**config.mk**
```make
export PLATFORM = sky130hd
export DESIGN_NAME = lpct_mod
export DESIGN_NICKNAME = d
export VERILOG_FILES = /design/src/rtl/lpct_mod.sv
export SDC_FILE = /design/constraint.sdc
export NUM_CORES = 1
export LEC_CHECK = 0
export ABC_AREA = 1
export BUFFER_PORTS_ARGS = -buffer_cell sky130_fd_sc_hd__buf_2
export CORE_ASPECT_RATIO = 0.6
export CORE_MARGIN = 2
export CORE_UTILIZATION = 45
export DETAILED_ROUTE_END_ITERATION = 12
export GPL_ROUTABILITY_DRIVEN = 0
export PLACE_DENSITY = 0.7
export SYNTH_ARGS = -nofsm -noshare
export SYNTH_HDL_FRONTEND = slang
export SYNTH_SLANG_ARGS = --single-unit
```
**constraint.sdc**
```tcl
create_clock -name clk -period 4.9 [get_ports clk]
set_input_delay 0.735 -clock clk [delete_from_list [all_inputs] [get_ports clk]]
set_output_delay 0.735 -clock clk [all_outputs]
set_load 0.005 [all_outputs]
```
**src/rtl/lpct_mod.sv**
```systemverilog
module lpct_mod (
  input  logic        clk,
  input  logic        rst,
  input  logic        start,
  input  logic [31:0] dividend,
  input  logic [16:0] divisor,
  output logic        busy,
  output logic [16:0] remainder
);

  logic [31:0] quo;
  logic [5:0]  cnt;
  logic [17:0] trial;

  assign trial = {remainder, quo[31]} - {1'b0, divisor};

  // Restoring remainder, one dividend bit per cycle.
  always_ff @(posedge clk) begin
    if (rst) begin
      busy <= 1'b0;
      cnt  <= '0;
    end else if (start) begin
      busy      <= 1'b1;
      cnt       <= 6'd32;
      quo       <= dividend;
      remainder <= '0;
    end else if (busy) begin
      if (!trial[17]) begin
        remainder <= trial[16:0];
      end else begin
        remainder <= {remainder[15:0], quo[31]};
      end
      quo <= {quo[30:0], 1'b0};
      cnt <= cnt - 6'd1;
      if (cnt == 6'd1) begin
        busy <= 1'b0;
      end
    end
  end

endmodule

```
; ---- Yosys cells after proc, flatten, opt, wreduce, memory -nomap -nowiden
; Index checks and enable logic that the tools add are counted.
[op_classes]
n_bitwise = 1
magnitude_cmp = 0
mul = 0
mux = 9
div_mod_pow = 0
n_shift = 0
eq_ne = 1
n_reduce_logical = 3
n_addsub = 2
[ops]
columns = operator, count
row1 = 2-to-1 mux 32 bit, 2
row2 = 2-to-1 mux 17 bit, 2
row3 = subtractor 18 x 17 -> 18 bit, 1
row4 = 2-to-1 mux 6 bit, 2
row5 = "== test 6 x 1 -> 1 bit, second input constant", 1
row6 = "subtractor 6 x 1 -> 6 bit, second input constant", 1
row7 = 2-to-1 mux 1 bit, 3
row8 = AND reduction 2 bit, 1
row9 = nonzero test 2 bit, 1
row10 = OR reduction 2 bit, 1
row11 = NOT 1 bit, 1
[totals]
romBits = 0
latch_bits = 0
word_cells = 21
ff_bits = 56
memories = 0
ramBits = 0

; ---- Longest topological paths before layout
; Gate-level depths: netlist of the first run.
[depth]
depth_word = 4
mapped_depth = 15

; ---- Least setup slack after synthesis of the first run
; No wires, ideal clock.
[synth_timing]
path_type = input to register
start = input start
end = register quo[0], enable pin
required_ps = 4426
setup_ps = 474
arrival_time_ps = 3597
setup_slack_ps = 829
cell_stages = 3
cell_sequence = clkbuf_1 > clkinv_1 > a21oi_1
[synth_between]
elab_chain_len = 2
[synth_rtl]
columns = element, line_no
row1 = from (decl), 4  ; input logic start,
row2 = nonzero test 2 bit (no line), --
row3 = AND reduction 2 bit (no line), --
row4 = to (signal assigned), 25  ; quo <= dividend;
row5 = to (signal assigned), 33  ; quo <= {quo[30:0], 1'b0};
row6 = to (decl), 11  ; logic [31:0] quo;
; Every way passes these cells.
; A chain may end at the register's enable or synchronous reset.

; ---- Worst setup path after layout of the first run
[layout_timing]
start = input start
end = register quo[15], enable pin
; The elaborated chain is that of the path after synthesis.

==> results of run 1 <==
[flip-flops by register name, indices dropped and copies added, names as in the netlist]
name,count
quo,32
busy,1
remainder,17
cnt,6
[metrics by stage]
stage	instance area (um2)	instances	setup WS (ps)	utilization, %
after global routing	4228	660	1902	53.63
after detailed placement	4090	653	1788	51.89
after CTS	4228	660	2069	53.63
after floorplan	3650	486	828.8	-
after global placement	4090	653	1831	51.89
final	4228	660	2102	53.63
[cells in the mapped netlist (3+ instances only)]
library cell	n	share of area (%)
o21ai_0	7	0.96
nor2_1	60	6.2
nand3_2	3	0.82
nand2_1	179	18
nor3_1	7	0.96
a21oi_1	16	2.2
ha_1	19	6.5
nand2_4	3	0.93
inv_1	65	6.7
dfxtp_1	7	3.8
edfxtp_1	49	40
nand3_1	32	4.4
clkbuf_1	7	0.72
xor2_1	7	1.7
nand2_2	4	0.69
[final timing paths]
check / to / cells after the start / startpoint
hold / removal: cnt[5] / 2 / cnt[5]
setup reg to reg: remainder[2] / 9 / remainder[13]
setup / recovery: quo[15] / 4 / start
hold reg to reg: cnt[5] / 2 / cnt[5]
[where the power goes]
group | total [mW] | switching [mW] | internal (mW)
clock network | 0.341 | 0.155 | 0.186
registers | 0.592 | 0.0232 | 0.569
logic | 0.369 | 0.235 | 0.134
total | 1.30 | 0.413 | 0.889
[layout by cell type, fill, tap and decap left out, drive strengths merged, types with 2 or more instances in the layout]
cell type  netlist  final
inv             66     66
clkbuf           7      5
buf              5     71
edfxtp          49     49
nor2            62     62
clkinv           1      2
ha              19     19
dfxtp            7      7
nand2          186    186
nand3           35     35
nor3             8      8
a21oi           18     18
o21ai            7      7
xor2             7      7
[logic make-up (layout without fill, tap and decap cells)]
logic type	count (synthesis)	in the layout	synth area share, %
AO/OA/AOI/OAI	29	29	4.663
XOR/XNOR	8	8	1.920
AND/OR/NAND/NOR	294	294	33.49
flip-flops	56	56	44.15
buffers and inverters	79	145	8.707
adder cells (fa/ha/maj)	20	20	7.062
[per-layer routing]
| metal | vias to the layer above | global-route usage (%) | part of all wire [%] |
|---|---|---|---|
| met5 | - | 0 | 0 |
| met4 | 0 | 3.101 | 0.52 |
| met3 | 7 | 4.348 | 9.0 |
| met2 | 129 | 23.86 | 37 |
| met1 | 1435 | 33.45 | 53 |
| li1 | 1671 | - | - |
[area by class of cell]
type                       count  share of cell area, %
inverter                      67                  5.949
tap                          108                  3.196
multi-input combinational    351                  40.96
clock inverter                 2                 0.2959
sequential                    56                  38.12
clock buffer                   5                  2.959
timing repair buffer          71                  8.523
[critical path, delay by kind of cell]
kind            cells  cell delay [ps]
compound gates      1              910
buf+inv             3             1110
==> results.cfg, run 1 <==
[pwr]
powerDensity_mw_per_mm2 = 307.8
power_mw = 1.301
vdd_drop_max_v = 0.0001563
power_leakage_nw = 2.192

[critical_path]
worst_setup_path_start_kind = primary input
rrSetupSlack_ps = 2510
cp-end-kind = flip-flop
cpPeakStageDelay_ps = 910
required_ps = 4890
cp_max_fo = 36
slowest_stage = a21oi_4
worstPathArrival_ps = 2780
path_class = in2reg
crit_chain = buf_2 -> clkinv_1 -> a21oi_4 -> buf_4

[drt]
dr.first_iter.drc_count = 273
via_per_inst = 4.912
drc = 0
wl_um = 8433
wl_per_cell_um = 12.78
final_antenna_net_count = 0
vias = 3242
drt_pass1_iterations = 4

[synthesis]
synth_top_flop_cell = edfxtp_1
ys_ff_latch = 56
syn-cell-area_mm2 = 0.003650
synth_nets = 558
syn_area_per_cell_um2 = 7.510
synthCells = 486
synth_edf_count = 49
ys_seq_area_share_pct = 44.15
async_flop_share_pct = 0
ys_types = 33
yosysWarnings = 0

[timing]
hold_slack_ps = 497.2
finalClockSkew_ps = 6.436
fmax_mhz = 357.4
hold_viol = 0
tightest_slew_ps = 1104
setup_viol = 0
period_minus_slack_ps = 2798
slew_viol_final = 0
rsz0062_at_grt = false
min_period_over_period_pct = 57.10
setup_tns_ps = 0
slew_headroom_pct = 26.21

[cts]
htreeDepth = 2
clk_pin_slew_worst_paths_ps = 70
cts_inserted_buffers = 5
postCtsSetupRepairBufs = 0
clk_path_buf_depth = 2
cts.sinks = 56
worstSkewPairLatency_ps = 290
post_cts_resized = 0
ctsHoldBuffers = 0
cts_tree = built
cts-root-buf = clkbuf_16

[grt]
grt.overflow.total = 0
grt_max_degree = 52
grt_first_pass_wirelength_um = 13430
grt.total_usage_pct = 19.47
grt_pass1_vias = 2729
antenna_found_initial = 0

[floorplanning]
ios = 70
die_area_mm2 = 0.008871
die_x_um = 120.3
core_mm2 = 0.007883
initial_core_util_pct = 46.30
die_h_um = 73.76
row_count = 25

[final_layout]
multi_input_area_mm2 = 0.001732
area_growth_pct = 15.84
fill_cells = 791
fin_nets = 624
num_antenna_cells = 0
drive_gt1_share_pct = 17.21
seqCellArea_mm2 = 0.001612

[placement]
io_buffers = 69
hpwl_um = 6465

[worst_hold_path]
hp-class = reg2reg

[status]
status = finished, final reports clean

[flow_run]
max_cap_viol_count = 0
Power figures use the tool's default switching activity.
==> run 2, diff against run 1 <==
ABC_AREA = 0   (was 1)
PLACE_DENSITY = 0.73   (was 0.7)
clock period = 2.3 ns   (was 4.9 ns; I/O delays follow)
==> run 2 against run 1 <==
Net effect:
- the run now ends with setup timing left
- synthesized cell count decreased by 35%
- global-route usage increased by 1.1 points
- register-to-register slack got worse by 2900 ps
- sequential power increased by 110%
- sequential share of layout area decreased by 4.4 points
- first-iteration DRC count decreased by 41%
- power increased to 2.5 times the previous value
- largest power group unchanged
- die area decreased by 5.4%
==> results.cfg, run 2 <==
[status]
status = complete, but fails checks
violations = setup timing

[cts]
worstSkewPairLatency_ps = 300
htreeDepth = 2
clk_path_buf_depth = 2
cts.sinks = 56
cts_inserted_buffers = 5
clk_pin_slew_worst_paths_ps = 80
cts_tree = built
cts-root-buf = clkbuf_16

[final_layout]
final_cell_mix = buf_4, buf_2, edfxtp_1
layout.cells.non_filler = 564
fill_cells = 601
largestRegisters = quo x32, remainder x17, cnt x6
regMostFlops = quo
num_antenna_cells = 0
layout_commonest_cell = buf_4
area_growth_pct = 38.79
largest_reg_flops = 32
drive_gt1_share_pct = 44.57
fin_nets = 531

[synthesis]
netlist.area_leader.share_pct = 42.75
ys_seq_area_share_pct = 46.82
synth_top_flop_cell = edfxtp_1
ys_types = 53
synthCells = 315
yosysMostFrequentCell = edfxtp_1
synth_area_leader_cell = edfxtp_1
syn_area_per_cell_um2 = 10.93
ys_ff_latch = 56
yosysWarnings = 0
yosys-top-cells-count = edfxtp_1, mux2_2, nor2_1
async_flop_share_pct = 0
synth_nets = 387
synth_edf_count = 49
synth_area_leaders = edfxtp_1, mux2_2, ha_1, dfxtp_1, mux2i_1
syn-cell-area_mm2 = 0.003442

[timing]
hold_viol = 0
finalClockSkew_ps = 9.682
fmax_mhz = 374.9
tightest_slew_ps = 623.6
period_minus_slack_ps = 2667
slew_viol_final = 0
slew_headroom_pct = 57.84
layout_setup_ws_ps = -367.3
min_period_over_period_pct = 116.0
rsz0062_at_grt = true
setup_viol = 17
hold_slack_ps = 329.4

[drt]
dr.first_iter.drc_count = 161
wl_per_cell_um = 14.88
wl_um = 8391
final_antenna_net_count = 0
vias = 2925
drc = 0
via_per_inst = 5.186
drt_pass1_iterations = 4

[grt]
grt_max_degree = 40
antenna_found_initial = 0
grt_pass1_vias = 2716
grt.overflow.total = 0
grt_first_pass_wirelength_um = 13170
grt.total_usage_pct = 20.54

[pwr]
swShare_pct = 27.22
clock_power_share_pct = 30.5
switching_power_uw = 891.4
p_int_mw = 2.383
powerDensity_mw_per_mm2 = 685.5
power.share.sequential_pct = 38.1
pwr-share-comb_pct = 31.4
vdd_drop_max_v = 0.0003368
power_leakage_nw = 2.115

[critical_path]
regToRegEndpoint = remainder[16]
worst_path_most_repeated_cell = nand4_1
rrSetupSlack_ps = -370
slowest_stage = or4b_4
cpPeakStageDelay_ps = 520
rr_startpoint = remainder[10]
worstPathArrival_ps = 2840
crit_chain = ha_4 -> and2_4 -> nand4_1 -> or3_4 -> a211oi_4 -> o211ai_4 -> buf_12 -> or4b_4 -> nand4_1
cp-end-kind = flip-flop
cp_max_fo = 14
path_class = reg2reg
r2r_cells = 9
required_ps = 2470
worst_setup_path_start_kind = flip-flop

[floorplanning]
die_h_um = 71.75
die_x_um = 116.9
ios = 70
die_area_mm2 = 0.008388
core_mm2 = 0.007327
row_count = 24
initial_core_util_pct = 46.98

[worst_hold_path]
worstHoldStart = rst
hold_depth = 2
hp-class = in2reg
min_to = cnt[2]

[flow_run]
max_cap_viol_count = 0

[placement]
pre_cts_ws_ps = -430.9
hpwl_um = 5977
placed_cells = 545
io_buffers = 69
run 2: changes by cell type after synthesis, moves of 5 or more:
| cell | previous run | this run |
|---|---|---|
| nor3_1 | 7 | 13 |
| mux2i_1 | 0 | 10 |
| o21ai_0 | 7 | 13 |
| a21o_1 | 0 | 7 |
| xor2_1 | 7 | 2 |
| xnor2_1 | 1 | 10 |
| mux2_2 | 0 | 32 |
| nor2_1 | 60 | 26 |
| nand2_1 | 179 | 14 |
| inv_1 | 65 | 23 |
| nand3_1 | 32 | 5 |
run 2: logic make-up after synthesis:
group,share of synthesized area [%]
xor gates and xnor gates,3.053
AOI/OAI and AO/OA,12.83
buffers and inverters,3.962
muxes,13.38
adders and majority gates,7.488
and+or+nand+nor,12.47
DFF,46.82
run 2: metrics by stage:
step	power (mW)	TNS [ps]	utilization, %	cell area [um2]
6_report	3.275	-5223	65.20	4777
4_1_cts	3.272	-4714	65.03	4765
5_1_grt	3.426	-6460	65.20	4777
2_1_floorplan	1.833	-2468	-	3507
3_3_place_gp	2.198	-5104	60.74	4451
3_5_place_dp	2.223	-6056	60.74	4451
run 2: cell type report:
class | count | area, um2 | share of cell area, %
clock buffers | 6 | 128.9 | 2.698
clock inverters | 2 | 60.06 | 1.257
well taps | 104 | 130.1 | 2.724
flip-flops and latches | 56 | 1612 | 33.74
multi-input cells | 224 | 1787 | 37.40
repair buffers | 149 | 973.4 | 20.38
inverters | 23 | 86.33 | 1.807
run 2: power by group through the flow:
stage / clock (mW) / combinational [mW] / sequential (mW)
after floorplan: 0 / 0.562 / 1.27
after global placement: 0 / 0.931 / 1.27
final: 0.997 / 1.03 / 1.25
after CTS: 1.02 / 1.01 / 1.25
after global routing: 1.04 / 1.12 / 1.26
after detailed placement: 0 / 0.953 / 1.27
run 2: how the worst max path moves through the flow:
stage / slack, ps / startpoint / to / cells past startpoint
floorplan: -180 / remainder[11] / remainder[11] / 9
CTS: -330 / remainder[0] / remainder[16] / 9
detailed placement: -430 / divisor[1] / remainder[12] / 11
finish: -370 / remainder[10] / remainder[16] / 9
global placement: -370 / divisor[1] / remainder[16] / 11
global route: -440 / remainder[0] / remainder[16] / 9
run 2: metal layers:
layer  global-route usage (%)  wire [um]
met3                    3.807        431
met5                        0          0
met1                    31.23       4333
met2                    30.19       3520
met4                    5.490        106
run 2: worst max-delay path, delay by kind of cell (launching register included):
kind / cells / cell delay (ps)
simple gates: 5 / 1290
fa+ha+maj: 1 / 300
compound gates: 2 / 350
buf+inv: 1 / 170
flops: 1 / 430
run 2: timing repair:
action,CTS,global route
setup endpoints to repair,17,17
pin swaps,1,6
gates cloned,0,0
hold buffers,0,0
hold endpoints to repair,0,0
setup buffers,11,0
resized for setup,9,5
==> run 3, diff against run 2 <==
PLACE_DENSITY = 0.7   (was 0.73)
==> run 3 against run 2 <==
Net effect:
- the run still ends with setup timing left
- maximum frequency decreased by 0.32%
- design area decreased by 0.63%
- clock power is 21% lower
- critical path type unchanged
- sequential power is essentially flat
- global-route usage barely moved
- power shrank 5.4%
- highest routed layer unchanged
==> results.cfg, run 3 (synthesized netlist as in run 2, its figures left out) <==
[critical_path]
path_class = reg2reg
cp_max_fo = 6
cpPeakStageDelay_ps = 500
worstPathArrival_ps = 2840
slowest_stage = or4b_4
required_ps = 2460
r2r_cells = 10
cp-end-kind = flip-flop
worst_setup_path_start_kind = flip-flop
crit_chain = ha_1 -> nor2b_4 -> o31a_1 -> o41ai_4 -> buf_4 -> a2111o_1 -> o211ai_4 -> buf_6 -> or4b_4 -> nand4_1

[cts]
htreeDepth = 2
worstSkewPairLatency_ps = 300
ctsHoldBuffers = 0
cts-root-buf = clkbuf_16
clk_pin_slew_worst_paths_ps = 80
cts_tree = built
cts.sinks = 56
cts_inserted_buffers = 5
clk_path_buf_depth = 2

[final_layout]
final_cell_mix = buf_2, buf_4, edfxtp_1
num_antenna_cells = 0
regMostFlops = quo
fill_cells = 594
largest_reg_flops = 32
layout_commonest_cell = buf_2
fin_nets = 523
area_growth_pct = 37.91
largestRegisters = quo x32, remainder x17, cnt x6
utilization_pct = 64.79
drive_gt1_share_pct = 44.91

[timing]
setup_viol = 17
min_period_over_period_pct = 116.3
rsz0062_at_grt = true
slew_viol_final = 0
slew_headroom_pct = 62.56
layout_setup_ws_ps = -375.9
hold_viol = 0
tightest_slew_ps = 557.3
finalClockSkew_ps = 10.76
period_minus_slack_ps = 2676
fmax_mhz = 373.7

[grt]
grt_use_met3_pct = 2.792
top_usage_layer = met1
grt_max_degree = 40
grt_first_pass_wirelength_um = 13320
grt.overflow.total = 0
gr-usage-met2_pct = 30.96
grt.total_usage_pct = 20.54
antenna_found_initial = 0
grt_pass1_vias = 2747
gr-usage-met1_pct = 31.24

[status]
violations = setup timing
status = complete, but fails checks

[drt]
wl_per_cell_um = 15.35
via_per_inst = 5.219
dr.first_iter.drc_count = 192
final_antenna_net_count = 0
drt_pass1_iterations = 5
drc = 0
vias = 2902
wl_um = 8532

[pwr]
powerDensity_mw_per_mm2 = 652.9
power_leakage_nw = 2.085
vdd_drop_max_v = 0.0003134
power_mw = 3.099

[placement]
hpwl_um = 6217
io_buffers = 69

[floorplanning]
die_h_um = 71.75
initial_core_util_pct = 46.98
ios = 70
core_mm2 = 0.007327
die_x_um = 116.9
die_area_mm2 = 0.008388
row_count = 24

[worst_hold_path]
hold_depth = 2
hp-class = in2reg

[flow_run]
max_cap_viol_count = 0
[run 3: cell count changes in the layout (fill, tap and decap cells not counted), sizes merged]
cell,before,now
buf,149,141
clkinv,0,2
bufinv,2,0
inv,23,24
clkbuf,6,5
[run 3: worst paths after layout]
check        slack, ps    startpoint            end
min reg2reg        500        cnt[1]         cnt[1]
max reg2reg       -380  remainder[0]  remainder[16]
max               -380  remainder[0]  remainder[16]
min                340           rst         cnt[5]
[run 3: layout make-up]
class | instances | area, um2 | share of cell area, %
Clock inverter | 3 | 22.52 | 0.4744
Inverter | 23 | 86.33 | 1.819
Timing Repair Buffer | 141 | 942.2 | 19.85
Multi-Input combinational cell | 224 | 1829 | 38.53
Clock buffer | 5 | 125.1 | 2.636
Tap cell | 104 | 130.1 | 2.741
Sequential cell | 56 | 1612 | 33.95
[run 3: repair_timing]
action | in CTS | in global routing
pin swaps | 15 | 5
setup endpoints to repair | 17 | 17
setup buffers | 7 | 2
gates resized for setup | 14 | 8
[run 3: where the power goes]
part,internal [mW],switching [mW],leakage [nW],total [mW]
clock network,0.409,0.382,0.0742,0.791
registers,1.21,0.0392,0.529,1.25
logic,0.562,0.499,1.48,1.06
[run 3: metal layers]
layer | wire [um] | part of all wire, %
met5 | 0 | 0
met4 | 84 | 0.98
met3 | 416 | 4.9
met2 | 3729 | 44
met1 | 4302 | 50
[run 3: stage by stage]
| stage | hold slack [ps] | setup WS [ps] | setup TNS [ps] | std cells | cell area, um2 |
|---|---|---|---|---|---|
| floorplan | 414.1 | -183.1 | -2468 | 315 | 3507 |
| global placement | 476.4 | -389.5 | -5204 | 540 | 4425 |
| detailed placement | 489.9 | -474.7 | -6499 | 540 | 4425 |
| CTS | 327.6 | -391.0 | -5400 | 555 | 4703 |
| global route | 347.4 | -499.8 | -7129 | 556 | 4747 |
| finish | 335.9 | -375.9 | -5059 | 556 | 4747 |
[run 3: critical path, delay by kind of cell, from the launching register on]
family,cells,cell delay (ps)
AO/OA/AOI/OAI,4,840
AND/OR/NAND/NOR,3,710
flip-flops,1,400
buffers and inverters,2,320
adder cells (fa/ha/maj),1,280
